## src/rtl/htach_pkg.sv

```systemverilog
package htach_pkg;

   localparam int REQ_TDATA_W = 48;
   localparam int RSP_TDATA_W = 88;
   localparam int CSR_INDEX_W = 3;
   localparam int CSR_DATA_W  = 20;
   localparam int RPM_W       = 20;

   localparam logic [15:0]      MS_PER_MIN = 16'd60000;
   localparam logic [RPM_W-1:0] RPM_MAX    = 20'hFFFFF;

   localparam logic [CSR_INDEX_W-1:0] CSR_THR_HIGH     = 3'd0;
   localparam logic [CSR_INDEX_W-1:0] CSR_THR_LOW      = 3'd1;
   localparam logic [CSR_INDEX_W-1:0] CSR_ZERO_TIMEOUT = 3'd2;
   localparam logic [CSR_INDEX_W-1:0] CSR_STATIONARY   = 3'd3;
   localparam logic [CSR_INDEX_W-1:0] CSR_START_STABLE = 3'd4;

   localparam logic [15:0]      THR_HIGH_RESET     = 16'd30000;
   localparam logic [15:0]      THR_LOW_RESET      = 16'd22000;
   localparam logic [15:0]      ZERO_TIMEOUT_RESET = 16'd2000;
   localparam logic [RPM_W-1:0] STATIONARY_RESET   = 20'd1920;
   localparam logic [RPM_W-1:0] START_STABLE_RESET = 20'd14400;

   typedef enum logic [2:0] {
      ST_IDLE,
      ST_EVAL,
      ST_DIV,
      ST_TMO,
      ST_FIN
   } htach_state_type;

   // Commands from the controller to the datapath.
   typedef struct packed {
      logic load;
      logic eval;
      logic div_step;
      logic tmo;
      logic fin;
   } htach_cmd_type;

   // Status from the datapath to the controller.
   typedef struct packed {
      logic is_cmd;
      logic start_div;
      logic div_last;
   } htach_stat_type;

endpackage

```

## src/rtl/hall_tachometer_hysteresis.sv

```systemverilog
// Hall-sensor tachometer with a hysteresis comparator and period-to-rpm conversion.
// Input channel req_: one word per sample. tuser is the command (0 sample,
// 1 clear turn counter); tdata carries the raw reading and a millisecond time.
// Result channel rsp_: exactly one word per input word, in order, holding rpm
// (fixed point with RPM_FRAC_BITS fraction bits), comparator level, stationary
// flag, turn count and accumulated runtime.
// Configuration channel csr_: always ready; write only while no word is in flight.
// After the accept, a clear command passes the states EVAL and FIN, a sample
// without a timed edge passes EVAL, TMO and FIN, and a timed rising edge passes
// EVAL, DIV, TMO and FIN, where the bit-serial restoring divider makes one quotient
// bit per cycle. One word is in work at a time, so a new word is accepted only
// once the previous word has left FIN.
// The result register decouples the two sides: a new word is accepted while the
// previous result waits; the final step of the next word waits for rsp_tready.
// Synchronous reset restores the register defaults and clears all tachometer
// state and the result valid flag.
module hall_tachometer_hysteresis #(
   parameter int RPM_FRAC_BITS = 4
) (
   input  logic                              clock,
   input  logic                              reset,
   input  logic                              req_tvalid,
   output logic                              req_tready,
   input  logic                              req_tuser,  // cmd
   input  logic [htach_pkg::REQ_TDATA_W-1:0] req_tdata,  // hall_raw[15:0], now_ms[47:16]
   output logic                              rsp_tvalid,
   input  logic                              rsp_tready,
   // rpm_value[19:0], hall_level[20], is_stationary[21], turn_count[53:22],
   // runtime_total_ms[85:54], zero fill[87:86]
   output logic [htach_pkg::RSP_TDATA_W-1:0] rsp_tdata,
   input  logic                              csr_valid,
   output logic                              csr_ready,
   input  logic [htach_pkg::CSR_INDEX_W-1:0] csr_index,
   input  logic [htach_pkg::CSR_DATA_W-1:0]  csr_data
);
   import htach_pkg::*;

   htach_cmd_type  cmd;
   htach_stat_type stat;

   assign csr_ready = 1'b1;

   htach_ctrl u_ctrl (
      .clock      (clock),
      .reset      (reset),
      .req_tvalid (req_tvalid),
      .req_tready (req_tready),
      .rsp_tvalid (rsp_tvalid),
      .rsp_tready (rsp_tready),
      .stat       (stat),
      .cmd        (cmd)
   );

   htach_dpath #(
      .RPM_FRAC_BITS (RPM_FRAC_BITS)
   ) u_dpath (
      .clock     (clock),
      .reset     (reset),
      .cmd       (cmd),
      .stat      (stat),
      .req_tuser (req_tuser),
      .req_tdata (req_tdata),
      .rsp_tdata (rsp_tdata),
      .csr_valid (csr_valid),
      .csr_index (csr_index),
      .csr_data  (csr_data)
   );

endmodule

```

## src/rtl/htach_ctrl.sv

```systemverilog
module htach_ctrl (
   input  logic                    clock,
   input  logic                    reset,
   input  logic                    req_tvalid,
   output logic                    req_tready,
   output logic                    rsp_tvalid,
   input  logic                    rsp_tready,
   input  htach_pkg::htach_stat_type stat,
   output htach_pkg::htach_cmd_type  cmd
);
   import htach_pkg::*;

   htach_state_type state_ff, state_in;
   logic            rsp_valid_ff, rsp_valid_in;
   logic            out_free;

   assign out_free = !rsp_valid_ff || rsp_tready;

   always_comb begin
      state_in = state_ff;
      unique case (state_ff)
         ST_IDLE: begin
            if (req_tvalid) state_in = ST_EVAL;
         end
         ST_EVAL: begin
            if (stat.is_cmd) state_in = ST_FIN;
            else if (stat.start_div) state_in = ST_DIV;
            else state_in = ST_TMO;
         end
         ST_DIV: begin
            if (stat.div_last) state_in = ST_TMO;
         end
         ST_TMO: begin
            state_in = ST_FIN;
         end
         ST_FIN: begin
            if (out_free) state_in = ST_IDLE;
         end
         default: state_in = ST_IDLE;
      endcase
   end

   always_comb begin
      cmd        = '0;
      req_tready = 1'b0;
      unique case (state_ff)
         ST_IDLE: begin
            req_tready = 1'b1;
            cmd.load   = req_tvalid;
         end
         ST_EVAL: cmd.eval     = 1'b1;
         ST_DIV:  cmd.div_step = 1'b1;
         ST_TMO:  cmd.tmo      = 1'b1;
         ST_FIN:  cmd.fin      = out_free;
         default: cmd = '0;
      endcase
   end

   always_comb begin
      rsp_valid_in = rsp_valid_ff;
      if (cmd.fin) rsp_valid_in = 1'b1;
      else if (rsp_tready) rsp_valid_in = 1'b0;
   end

   always_ff @(posedge clock) begin
      if (reset) begin
         state_ff     <= ST_IDLE;
         rsp_valid_ff <= 1'b0;
      end else begin
         state_ff     <= state_in;
         rsp_valid_ff <= rsp_valid_in;
      end
   end

   assign rsp_tvalid = rsp_valid_ff;

endmodule

```

## src/rtl/htach_dpath.sv

```systemverilog
module htach_dpath #(
   parameter int RPM_FRAC_BITS = 4
) (
   input  logic                                clock,
   input  logic                                reset,
   input  htach_pkg::htach_cmd_type            cmd,
   output htach_pkg::htach_stat_type           stat,
   input  logic                                req_tuser,
   input  logic [htach_pkg::REQ_TDATA_W-1:0]   req_tdata,
   output logic [htach_pkg::RSP_TDATA_W-1:0]   rsp_tdata,
   input  logic                                csr_valid,
   input  logic [htach_pkg::CSR_INDEX_W-1:0]   csr_index,
   input  logic [htach_pkg::CSR_DATA_W-1:0]    csr_data
);
   import htach_pkg::*;

   localparam int DW = 16 + RPM_FRAC_BITS;
   localparam int CW = $clog2(DW);
   localparam logic [DW-1:0] DIVIDEND = DW'(MS_PER_MIN) << RPM_FRAC_BITS;

   // Configuration registers.
   logic [15:0]      thr_high_ff, thr_high_in;
   logic [15:0]      thr_low_ff, thr_low_in;
   logic [15:0]      timeout_ff, timeout_in;
   logic [RPM_W-1:0] stat_rpm_ff, stat_rpm_in;
   logic [RPM_W-1:0] start_rpm_ff, start_rpm_in;

   // Captured input word.
   logic        item_cmd_ff, item_cmd_in;
   logic [15:0] item_raw_ff, item_raw_in;
   logic [31:0] item_now_ff, item_now_in;

   // Tachometer state.
   logic             level_ff, level_in;
   logic             edge_valid_ff, edge_valid_in;
   logic             upd_valid_ff, upd_valid_in;
   logic [31:0]      last_edge_ff, last_edge_in;
   logic [31:0]      last_upd_ff, last_upd_in;
   logic [31:0]      turns_ff, turns_in;
   logic [31:0]      runtime_ff, runtime_in;
   logic [RPM_W-1:0] rpm_hold_ff, rpm_hold_in;

   // Restoring divider.
   logic [31:0]   dvsr_ff, dvsr_in;
   logic [31:0]   rem_ff, rem_in;
   logic [DW-1:0] quo_ff, quo_in;
   logic [CW-1:0] cnt_ff, cnt_in;

   // Result register.
   logic [RSP_TDATA_W-1:0] out_ff, out_in;

   logic             rise, fall;
   logic [31:0]      edge_dt, since_edge, runtime_add;
   logic [32:0]      rem_sh;
   logic             take;
   logic [31:0]      rem_nx;
   logic [DW-1:0]    quo_nx;
   logic [31:0]      quo_wide;
   logic [RPM_W-1:0] rpm_div;

   assign rise       = !level_ff && (item_raw_ff >= thr_high_ff);
   assign fall       = level_ff && (item_raw_ff <= thr_low_ff);
   assign edge_dt    = item_now_ff - last_edge_ff;
   assign since_edge = item_now_ff - last_edge_ff;

   assign rem_sh   = {rem_ff, quo_ff[DW-1]};
   assign take     = rem_sh >= {1'b0, dvsr_ff};
   assign rem_nx   = take ? 32'(rem_sh - {1'b0, dvsr_ff}) : rem_sh[31:0];
   assign quo_nx   = {quo_ff[DW-2:0], take};
   assign quo_wide = 32'(quo_nx);
   assign rpm_div  = (quo_wide > 32'(RPM_MAX)) ? RPM_MAX : quo_wide[RPM_W-1:0];

   assign runtime_add = (upd_valid_ff && (rpm_hold_ff > start_rpm_ff)) ?
                        item_now_ff - last_upd_ff : 32'd0;

   assign stat.is_cmd    = item_cmd_ff;
   assign stat.start_div = rise && edge_valid_ff && (edge_dt != 32'd0);
   assign stat.div_last  = cnt_ff == CW'(DW - 1);

   always_comb begin
      thr_high_in  = thr_high_ff;
      thr_low_in   = thr_low_ff;
      timeout_in   = timeout_ff;
      stat_rpm_in  = stat_rpm_ff;
      start_rpm_in = start_rpm_ff;
      if (csr_valid) begin
         unique case (csr_index)
            CSR_THR_HIGH:     thr_high_in  = csr_data[15:0];
            CSR_THR_LOW:      thr_low_in   = csr_data[15:0];
            CSR_ZERO_TIMEOUT: timeout_in   = csr_data[15:0];
            CSR_STATIONARY:   stat_rpm_in  = csr_data;
            CSR_START_STABLE: start_rpm_in = csr_data;
            default: ;
         endcase
      end
   end

   always_comb begin
      item_cmd_in   = item_cmd_ff;
      item_raw_in   = item_raw_ff;
      item_now_in   = item_now_ff;
      level_in      = level_ff;
      edge_valid_in = edge_valid_ff;
      upd_valid_in  = upd_valid_ff;
      last_edge_in  = last_edge_ff;
      last_upd_in   = last_upd_ff;
      turns_in      = turns_ff;
      runtime_in    = runtime_ff;
      rpm_hold_in   = rpm_hold_ff;
      dvsr_in       = dvsr_ff;
      rem_in        = rem_ff;
      quo_in        = quo_ff;
      cnt_in        = cnt_ff;
      out_in        = out_ff;

      if (cmd.load) begin
         item_cmd_in = req_tuser;
         item_raw_in = req_tdata[15:0];
         item_now_in = req_tdata[47:16];
      end

      if (cmd.eval) begin
         if (item_cmd_ff) begin
            turns_in = 32'd0;
         end else if (rise) begin
            level_in      = 1'b1;
            turns_in      = turns_ff + 32'd1;
            last_edge_in  = item_now_ff;
            edge_valid_in = 1'b1;
            dvsr_in       = edge_dt;
            rem_in        = 32'd0;
            quo_in        = DIVIDEND;
            cnt_in        = '0;
         end else if (fall) begin
            level_in = 1'b0;
         end
      end

      if (cmd.div_step) begin
         rem_in = rem_nx;
         quo_in = quo_nx;
         cnt_in = cnt_ff + CW'(1);
         if (stat.div_last) rpm_hold_in = rpm_div;
      end

      // The edge just taken has zero age, so only stale or missing edges clear rpm.
      if (cmd.tmo) begin
         if (!edge_valid_ff || (since_edge > {16'd0, timeout_ff})) rpm_hold_in = '0;
      end

      if (cmd.fin) begin
         if (!item_cmd_ff) begin
            runtime_in   = runtime_ff + runtime_add;
            last_upd_in  = item_now_ff;
            upd_valid_in = 1'b1;
         end
         out_in = {2'b00,
                   item_cmd_ff ? runtime_ff : runtime_ff + runtime_add,
                   turns_ff,
                   rpm_hold_ff < stat_rpm_ff,
                   level_ff,
                   rpm_hold_ff};
      end
   end

   always_ff @(posedge clock) begin
      if (reset) begin
         thr_high_ff   <= THR_HIGH_RESET;
         thr_low_ff    <= THR_LOW_RESET;
         timeout_ff    <= ZERO_TIMEOUT_RESET;
         stat_rpm_ff   <= STATIONARY_RESET;
         start_rpm_ff  <= START_STABLE_RESET;
         level_ff      <= 1'b0;
         edge_valid_ff <= 1'b0;
         upd_valid_ff  <= 1'b0;
         last_edge_ff  <= 32'd0;
         last_upd_ff   <= 32'd0;
         turns_ff      <= 32'd0;
         runtime_ff    <= 32'd0;
         rpm_hold_ff   <= '0;
         cnt_ff        <= '0;
      end else begin
         thr_high_ff   <= thr_high_in;
         thr_low_ff    <= thr_low_in;
         timeout_ff    <= timeout_in;
         stat_rpm_ff   <= stat_rpm_in;
         start_rpm_ff  <= start_rpm_in;
         level_ff      <= level_in;
         edge_valid_ff <= edge_valid_in;
         upd_valid_ff  <= upd_valid_in;
         last_edge_ff  <= last_edge_in;
         last_upd_ff   <= last_upd_in;
         turns_ff      <= turns_in;
         runtime_ff    <= runtime_in;
         rpm_hold_ff   <= rpm_hold_in;
         cnt_ff        <= cnt_in;
      end
   end

   always_ff @(posedge clock) begin
      item_cmd_ff <= item_cmd_in;
      item_raw_ff <= item_raw_in;
      item_now_ff <= item_now_in;
      dvsr_ff     <= dvsr_in;
      rem_ff      <= rem_in;
      quo_ff      <= quo_in;
      out_ff      <= out_in;
   end

   assign rsp_tdata = out_ff;

endmodule

```

## config.mk

```make
export PLATFORM = sky130hd
export DESIGN_NAME = hall_tachometer_hysteresis
export DESIGN_NICKNAME = d
export VERILOG_FILES = /design/src/rtl/htach_pkg.sv /design/src/rtl/hall_tachometer_hysteresis.sv /design/src/rtl/htach_ctrl.sv /design/src/rtl/htach_dpath.sv
export SDC_FILE = /design/constraint.sdc
export NUM_CORES = 1
export LEC_CHECK = 0
export BUFFER_PORTS_ARGS = -buffer_cell sky130_fd_sc_hd__clkbuf_2
export CORE_ASPECT_RATIO = 0.8
export CORE_UTILIZATION = 45
export CTS_CLUSTER_DIAMETER = 40
export DETAILED_ROUTE_END_ITERATION = 8
export HOLD_SLACK_MARGIN = 0.08
export SYNTH_ARGS = -nofsm -noshare
export SYNTH_HDL_FRONTEND = slang
export SYNTH_SLANG_ARGS = --single-unit
```

## constraint.sdc

```tcl
create_clock -name clock -period 6.82 [get_ports clock]
set_input_delay 1.364 -clock clock [delete_from_list [all_inputs] [get_ports clock]]
set_output_delay 1.364 -clock clock [all_outputs]
set_load 0.05 [all_outputs]
```

; ---- After elaboration in Yosys (flattened, before gate mapping)
; Index checks and enable logic that the tools add are counted.
[totals]
out_inout_bits = 91
regBits = 467
in_bits = 77
[op_classes]
bitwise_logic = 1
eq_ne = 13
n_lt_le_gt_ge = 7
add_sub_neg = 6
mux = 38
n_reduce_logical = 29
[op_table]
columns = op, count
row1 = $mux W32, 9
row2 = $mux W20, 9
row3 = $sub A32 B32 Y32, 3
row4 = $ge A33 B32 Y1, 1
row5 = $add A32 B1 Y32 const B, 1
row6 = $add A32 B32 Y32, 1
row7 = $gt A32 B16 Y1, 1
row8 = $reduce_bool A32 Y1, 1
row9 = $gt A20 B20 Y1, 1
row10 = $gt A20 B20 Y1 const B, 1
row11 = $lt A20 B20 Y1, 1
row12 = $mux W5, 4
row13 = $ge A16 B16 Y1, 1
row14 = $le A16 B16 Y1, 1
row15 = $pmux W3 S5, 1
row16 = $reduce_and A2 Y1, 7
row17 = $eq A3 B2 Y1 const B, 4
row18 = $mux W3, 4
row19 = $reduce_and A3 Y1, 4
row20 = $mux W1, 11
row21 = $reduce_bool A2 Y1, 5
row22 = $eq A3 B1 Y1 const B, 2
row23 = $eq A3 B3 Y1 const B, 2
row24 = $logic_not A3 Y1, 2
row25 = 8 further kinds, 17

; ---- Depth between registers and ports, before layout
; Gate-level depths: netlist (run 1).
[depth]
depth_word = 7
mapped_depth = 23
depth_no_buf = 23

; ---- By module
; A second synthesis (run 1) with hierarchy kept.
[unflattened]
hier_cells = 2807
hier_area_um2 = 25953.6
[by_module_without_submodules]
columns = mod, area_per_inst_um2, seq_area_each_um2, n_inst, cells_per_inst
row1 = htach_dpath, 25707.2, 11461.0, 1, 2776
row2 = htach_ctrl, 235.2, 80.1, 1, 29
row3 = hall_tachometer_hysteresis, 11.3, 0.0, 1, 2

; ---- Worst setup path before layout (run 1)
; Ideal clock, no wire load.
[synth_timing]
kind = register to register
start = reg u_dpath.start_rpm_ff[10]
end = reg u_dpath.out_ff[84], in the netlist u_dpath.rsp_tdata[84], data pin
slack_ps = 1710
period_less_slack_ps = 5110
arrival_ps = 4841
stages_incl_launch_ff = 22
n_path_buf = 2
path_cell_list = dfxtp_1 -> inv_1 -> ha_1 -> o21a_1 -> o2111ai_1 -> o21bai_1 -> a31oi_1 -> o21ai_0 -> clkbuf_1 -> clkbuf_1 -> nor2_1 -> ha_1 -> fa_1 -> a21oi_1 -> o21ai_1 -> a2111oi_1 -> o31ai_1 -> o2111a_1 -> or3_1 -> a41o_1 -> xnor2_1 -> o21ai_0
[synth_via]
elab_chain_cells = 5
[synth_rtl]
columns = element, line_no
row1 = start: declaration, htach_dpath.sv:26  ; logic [RPM_W-1:0] start_rpm_ff, start_rpm_in;
row2 = start signal: assignment, htach_dpath.sv:187  ; start_rpm_ff <= start_rpm_in;
row3 = $gt A20 B20 Y1, htach_dpath.sv:73  ; assign runtime_add = (upd_valid_ff && (rpm_hold_ff > start_rpm_ff)) ?
row4 = $logic_and A1 B1 Y1, htach_dpath.sv:73
row5 = $mux W32, htach_dpath.sv:73
row6 = $add A32 B32 Y32, htach_dpath.sv:158  ; item_cmd_ff ? runtime_ff : runtime_ff + runtime_add,
row7 = $mux W32, -
row8 = end signal: assignment, htach_dpath.sv:207  ; out_ff <= out_in;
row9 = end: declaration, htach_dpath.sv:50  ; logic [RSP_TDATA_W-1:0] out_ff, out_in;
; No other way between the ends.
; A chain may end at the register's enable or synchronous reset.

; ---- Worst setup path after layout (run 1)
[layout_timing]
start = reg u_dpath.item_now_ff[0]
end = reg u_dpath.out_ff[85], in the netlist u_dpath.rsp_tdata[85], data pin
[layout_via]
elab_chain_cells = 4
[layout_rtl]
columns = element, line_no
row1 = start: declaration, htach_dpath.sv:31  ; logic [31:0] item_now_ff, item_now_in;
row2 = start signal: assignment, htach_dpath.sv:203  ; item_now_ff <= item_now_in;
row3 = $sub A32 B32 Y32, htach_dpath.sv:74  ; item_now_ff - last_upd_ff : 32'd0;
row4 = $mux W32, htach_dpath.sv:73
row5 = $add A32 B32 Y32, htach_dpath.sv:158
row6 = $mux W32, -
; No other way between the ends.

==> results of run 1 <==
final cells by class:
| cell class | count | area (sq um) |
|---|---|---|
| Fill cell | 5282 | 27600 |
| Multi-Input combinational cell | 2106 | 13500 |
| Sequential cell | 467 | 11500 |
| Clock buffer | 81 | 1910 |
| Timing Repair Buffer | 185 | 985 |
| Tap cell | 769 | 962 |
| Inverter | 231 | 870 |
| Clock inverter | 53 | 636 |
power by group:
part	switching [mW]	total, mW	internal, mW
clock	1.49	3.84	2.35
sequential	0.0760	3.14	3.06
combinational	0.753	1.16	0.408
metrics by stage:
step           cells  instance area, sq um  hold WS [ns]  setup WS [ns]  total power, mW
6_report        3892                 30400         0.451           1.17             8.14
5_1_grt         3892                 30400         0.468          0.735             8.48
4_1_cts         3892                 30400         0.454           1.20             8.22
3_5_place_dp    3758                 27900         0.447           1.25             4.35
3_3_place_gp    3758                 27900         0.442           1.40             4.32
2_1_floorplan   2931                 26400         0.406           1.71             4.02
cell families after synthesis:
logic type / after synthesis / share of synthesized area (%)
buffers and inverters: 358 / 5.19
flip-flops: 467 / 43.7
other: 2 / 0.0285
AND/OR/NAND/NOR: 957 / 16.8
XOR/XNOR: 96 / 3.19
AO/OA/AOI/OAI: 771 / 18.3
multiplexers: 61 / 2.38
adder cells (fa/ha/maj): 218 / 10.4
routing by layer:
layer	track usage [%]	vias to the layer above	share of wire [%]
li1	-	10700	-
met1	32.9	10300	47
met2	38.2	517	45
met3	3.55	120	4.6
met4	7.96	0	2.7
met5	0	-	0
state kept, by name, indices dropped and copies added (netlist names), 3 cells and up:
register / cells
u_dpath.turns_ff: 32
u_dpath.runtime_ff: 32
u_dpath.thr_high_ff: 16
u_dpath.thr_low_ff: 16
u_dpath.item_now_ff: 32
u_dpath.timeout_ff: 16
u_dpath.rpm_hold_ff: 20
u_ctrl.state_ff: 3
u_dpath.cnt_ff: 5
u_dpath.rem_ff: 32
u_dpath.item_raw_ff: 16
u_dpath.start_rpm_ff: 20
u_dpath.quo_ff: 20
u_dpath.last_upd_ff: 32
u_dpath.rsp_tdata: 86
u_dpath.stat_rpm_ff: 20
u_dpath.last_edge_ff: 32
u_dpath.dvsr_ff: 32
worst max-delay path, stage by stage (launching register included):
cell	delay [ns]
edfxtp_1	0.41
inv_1	0.11
ha_1	0.18
inv_1	0.06
fa_1	0.40
a21o_1	0.18
a21oi_1	0.30
o21ai_0	0.26
a311o_1	0.38
a21oi_1	0.22
xnor2_1	0.15
nor2_1	0.07
ha_1	0.41
nand3_1	0.16
or3_1	0.43
or4_1	0.51
nand3_1	0.21
a211o_1	0.21
a31oi_1	0.16
a2111oi_0	0.49
a31oi_1	0.09
nand3_1	0.10
synthesized netlist by cell type, types with 23 or more instances:
library cell    n
o21ai_0       117
nand3_1        71
nand2_1       455
clkbuf_1      111
dfxtp_1       248
nor2_1        151
nor2b_1        24
and3_1         50
nand4_1        23
mux2i_1        55
ha_1          214
nor3_1         32
a21oi_1       300
edfxtp_1      219
and2_1         35
a21o_1         90
nand2b_1       27
inv_1         229
a211oi_1       23
a31oi_1        38
xor2_1         44
o211ai_1       43
xnor2_1        52
o21a_1         30
how the worst min path moves through the flow:
stage	slack, ns	start	to	cells after the start
6_report	0.45	u_dpath.last_edge_ff[30]	u_dpath.last_edge_ff[30]	2
5_1_grt	0.47	u_dpath.last_edge_ff[30]	u_dpath.last_edge_ff[30]	2
4_1_cts	0.45	u_dpath.last_edge_ff[30]	u_dpath.last_edge_ff[30]	2
3_5_place_dp	0.45	u_dpath.last_edge_ff[30]	u_dpath.last_edge_ff[30]	2
3_3_place_gp	0.44	u_dpath.last_upd_ff[23]	u_dpath.last_upd_ff[23]	2
2_1_floorplan	0.41	u_dpath.turns_ff[5]	u_dpath.rsp_tdata[27]	0
==> flow_metrics.env, run 1 <==
export IMPL_status="finished, final reports clean"
export IMPL_clk_insertion_delay_late_ns=0.62
export IMPL_async_flop_share_pct=0
export IMPL_post_dp_hpwl_um=51500
export IMPL_r2r_start="u_dpath.item_now_ff[0]"
export IMPL_cp_startpoint="u_dpath.item_now_ff[0]"
export IMPL_start_kind="flip-flop"
export IMPL_rr_worst_depth=21
export IMPL_maxCapViolCount=0
export IMPL_area_growth_pct=15.3
export IMPL_drtAntennaViolNets=0
export IMPL_worst_pin_slew_ns=1.11
export IMPL_path_class="reg -> reg"
export IMPL_layout_common_cells="nand2_1 (453), a21oi_1 (299), dfxtp_1 (248)"
export IMPL_finalNetCount=3358
export IMPL_setup_tns_ns=0
export IMPL_diodes=0
export IMPL_peakVddDrop_mv=0.214
export IMPL_cts_max_level=3
export IMPL_clockBufferDepth=3
export IMPL_layout_commonest_cell="nand2_1"
export IMPL_grt_pass1_wl_um=113000
export IMPL_utilization_pct=52.4
export IMPL_die_h_um=219
export IMPL_synthesis_area_sq_mm=0.0264
export IMPL_worst_ep_arrival_time_ns=6.11
export IMPL_synth_top_cell_area_share_pct=24.9
export IMPL_setup_viol=0
export IMPL_drive_gt1_share_pct=11.3
export IMPL_yosys_warnings=0
export IMPL_gp_congestion=0.893
export IMPL_cp_max_fo=7
export IMPL_grt_remaining_overflow=0
export IMPL_grt_use_total_pct=23.9
export IMPL_fmax_mhz=177
export IMPL_drc_errors=0
export IMPL_clkTransAtPathRegs_ns=0.06
export IMPL_wl_per_cell_um=18.4
export IMPL_slew_viol_final=0
export IMPL_hp_class="reg -> reg"
export IMPL_setup_worst_path_end_class="flip-flop"
export IMPL_synth_cells=2930
export IMPL_crit_end="u_dpath.rsp_tdata[85]"
export IMPL_synth_edf_count=219
export IMPL_max_slew_margin_pct=26.0
export IMPL_r2r_setup_slack_ns=1.17
export IMPL_antenna_found_initial=2
export IMPL_start_util_pct=45.5
export IMPL_finalCriticalPeriod_ns=5.65
export IMPL_numPortBuffers=164
export IMPL_syn_area_per_cell_sq_um=9.01
export IMPL_die_area_sq_mm=0.0596
export IMPL_num_rows=79
export IMPL_vias_per_cell=5.56
export IMPL_ctsHoldBuffers=0
export IMPL_hold_viol=0
export IMPL_cts_root_buf="clkbuf_16"
export IMPL_grt_max_degree=92
export IMPL_firstDrtPassIters=5
export IMPL_r2r_end="u_dpath.rsp_tdata[85]"
export IMPL_drt_iter0_markers=1408
export IMPL_ioPinCount=168
export IMPL_leakage_nw=12.2
export IMPL_postCtsSetupRepairBufs=0
export IMPL_numClockSinks=467
export IMPL_post_cts_resized=0
export IMPL_ys_seq_area_share_pct=43.7
export IMPL_worst_clock_skew_ns=0.0284
export IMPL_cts_buffers=72
export IMPL_yosys_area_top_type="edfxtp_1"
export IMPL_ys_flop_type="dfxtp_1"
export IMPL_grt_pass1_vias=21000
export IMPL_core_sq_mm=0.0580
export IMPL_synth_distinct_cells=81
export IMPL_ys_ff_latch=467
export IMPL_route_vias_total=21600
export IMPL_cts_tree="done"
export IMPL_die_width_um=273
export IMPL_period_share_pct=82.8
export IMPL_rsz0062_at_grt="no"
export IMPL_p_per_area_mw_per_mm2=268
export IMPL_synth_top_cells_by_area="edfxtp_1 (25%), dfxtp_1 (19%), ha_1 (10%), nand2_1 (6.5%), a21oi_1 (5.7%)"
export IMPL_required_ns=7.29
export IMPL_drt_total_wl_um=71500
Note: power is estimated with default switching activity, not from simulation.
==> run 2: changes to the inputs <==
Settings changed: ABC_AREA set to 1.
Clock period 6.82 ns to 4.6 ns, I/O delays scaled along.
==> flow_metrics.env, run 2 <==
export IMPL_p_clk_share_pct=41.9
export IMPL_synthAdderAreaFrac_pct=10.2
export IMPL_status="finished, final reports clean"
export IMPL_grt_remaining_overflow=0
export IMPL_p_int_mw=8.81
export IMPL_clk_insertion_delay_late_ns=0.62
export IMPL_area_growth_pct=15.8
export IMPL_num_rows=80
export IMPL_required_ns=4.96
export IMPL_grt_max_degree=100
export IMPL_synth_xor_area_share_pct=2.75
export IMPL_numPortBuffers=164
export IMPL_post_dp_hpwl_um=53400
export IMPL_dp_cells=4311
export IMPL_cts_tree="done"
export IMPL_cp_slowest_cell="fa_1"
export IMPL_path_class="reg -> reg"
export IMPL_netlist_top_cells_count="nand2_1 (663), inv_1 (530), a21oi_1 (387)"
export IMPL_synth_distinct_cells=61
export IMPL_maxCapViolCount=0
export IMPL_cts_max_level=3
export IMPL_gp_congestion=0.909
export IMPL_switching_share_pct=31.6
export IMPL_pwr_share_seq_pct=37.5
export IMPL_synth_compound_area_share_pct=16.4
export IMPL_ys_seq_area_share_pct=42.6
export IMPL_drtAntennaViolNets=0
export IMPL_drt_iter0_markers=1719
export IMPL_numClockSinks=467
export IMPL_ys_flop_type="dfxtp_1"
export IMPL_hold_viol=0
export IMPL_postCtsSetupRepairBufs=0
export IMPL_worst_pin_slew_ns=1.03
export IMPL_wl_per_cell_um=16.0
export IMPL_yosys_area_top_type="edfxtp_1"
export IMPL_p_per_area_mw_per_mm2=411
export IMPL_final_cells=4443
export IMPL_ioPinCount=168
export IMPL_clockBufferDepth=3
export IMPL_start_kind="flip-flop"
export IMPL_yosys_warnings=0
export IMPL_drc_errors=0
export IMPL_drt_total_wl_um=70900
export IMPL_cts_buffers=71
export IMPL_syn_area_per_cell_sq_um=7.92
export IMPL_drive_gt1_share_pct=12.0
export IMPL_slew_viol_final=0
export IMPL_clkTransAtPathRegs_ns=0.06
export IMPL_comb_power_share_pct=20.6
export IMPL_hold_ws_ns=0.458
export IMPL_core_sq_mm=0.0596
export IMPL_synth_cells=3419
export IMPL_leakage_nw=13.9
export IMPL_grt_pass1_vias=20900
export IMPL_antenna_found_initial=2
export IMPL_finalNetCount=3900
export IMPL_firstDrtPassIters=7
export IMPL_peakVddDrop_mv=0.269
export IMPL_synthSimpleGateAreaFrac_pct=19.0
export IMPL_vias_per_cell=5.10
export IMPL_switchingPower_mw=4.08
export IMPL_worst_clock_skew_ns=0.0332
export IMPL_async_flop_share_pct=0
export IMPL_critPathMaxStageDelay_ns=0.40
export IMPL_worst_ep_arrival_time_ns=4.65
export IMPL_synth_top_family_by_area="simple AND/OR/NAND/NOR gates"
export IMPL_crit_family="compound AO/OA/AOI/OAI gates"
export IMPL_worst_path_buf_inv=5
export IMPL_synthesis_area_sq_mm=0.0271
export IMPL_max_slew_margin_pct=31.3
export IMPL_layout_common_cells="nand2_1 (659), inv_1 (528), a21oi_1 (383)"
export IMPL_grt_pass1_wl_um=111000
export IMPL_cp_max_fo=5
export IMPL_hp_class="reg -> reg"
export IMPL_die_area_sq_mm=0.0611
export IMPL_fmax_mhz=233
export IMPL_grt_use_total_pct=22.8
export IMPL_cpMostUsedCell="nand2_1"
export IMPL_synth_most_common_cell="nand2_1"
export IMPL_synth_mux_area_share_pct=0
export IMPL_route_vias_total=22700
export IMPL_start_util_pct=45.5
export IMPL_largest_register_ffs=86
export IMPL_synth_top_cell_area_share_pct=24.3
export IMPL_die_width_um=276
export IMPL_setup_worst_path_end_class="flip-flop"
export IMPL_finalCriticalPeriod_ns=4.29
export IMPL_power_mw=12.9
export IMPL_layout_commonest_cell="nand2_1"
export IMPL_die_h_um=221
export IMPL_ys_ff_latch=467
export IMPL_setup_viol=0
export IMPL_synth_top_cells_by_area="edfxtp_1 (24%), dfxtp_1 (18%), ha_1 (9.9%), nand2_1 (9.2%), inv_1 (7.3%)"
export IMPL_cts_root_buf="clkbuf_16"
export IMPL_period_share_pct=93.2
export IMPL_synth_edf_count=219
[run 2: cell count changes after synthesis, moves of 34 or more]
cell and change:
and3_1 -47, mux2i_1 -55, o21ai_0 +183, a21o_1 -71, clkbuf_1 -37, nor2_2 +34, nand3_1 +43, inv_1 +301
a21oi_1 +87, nand2_1 +208, nor2_1 +78
[run 2: layer usage]
metal / global-route usage, % / part of all wire [%]
met2: 35.7 / 44
met4: 6.22 / 2.1
met3: 3.23 / 4.8
met1: 32.8 / 49
met5: 0 / 0
[run 2: power by group through the flow]
stage	Combinational [mW]	Sequential [mW]	Clock [mW]
finish	2.66	4.83	5.40
detailed placement	2.64	4.91	0
global placement	2.62	4.91	0
floorplan	1.83	4.97	0
global route	3.00	4.85	5.68
CTS	2.65	4.83	5.51
[run 2: cell families after synthesis]
logic type	count (synthesis)
adder cells (fa/ha/maj)	218
AND/OR/NAND/NOR	1188
flip-flops	467
other	2
AO/OA/AOI/OAI	822
XOR/XNOR	85
buffers and inverters	637
[run 2: repair_timing]
action	CTS	global route
endpoints found under the setup margin	4	25
resized for setup	1	19
hold buffers	0	0
pin swaps	0	2
[run 2: path summary, 6_finish.rpt]
kind	start	end	slack (ns)	cells after the start
min reg2reg	u_dpath.last_upd_ff[2]	u_dpath.last_upd_ff[2]	0.46	2
min	u_dpath.last_upd_ff[2]	u_dpath.last_upd_ff[2]	0.46	2
max	u_dpath.item_now_ff[0]	u_dpath.rsp_tdata[83]	0.31	29
max reg2reg	u_dpath.item_now_ff[0]	u_dpath.rsp_tdata[83]	0.31	29
[run 2: through the flow]
stage          TNS (ns)  utilization, %  worst slack, ns  area [sq um]
2_1_floorplan         0               -            0.602         27100
3_3_place_gp          0            48.4           0.0114         28900
3_5_place_dp   -0.00552            48.4         -0.00552         28900
4_1_cts               0            52.5            0.106         31300
5_1_grt          -0.102            52.6          -0.0470         31400
6_report              0            52.7            0.312         31400
[run 2: final cells by class]
cell class                 instances  area (sq um)
multi-input combinational       2316         13200
timing repair buffer             204          1150
sequential                       467         11500
fill                            5708         28200
clock buffer                      88          2020
inverter                         545          2050
tap                              779           975
antenna                            1          2.50
clock inverter                    43           415
[run 2: tightest hold or removal path: stages, from the launching register on]
cell,delay (ns)
dfxtp_1,0.29
inv_1,0.06
a21oi_1,0.05
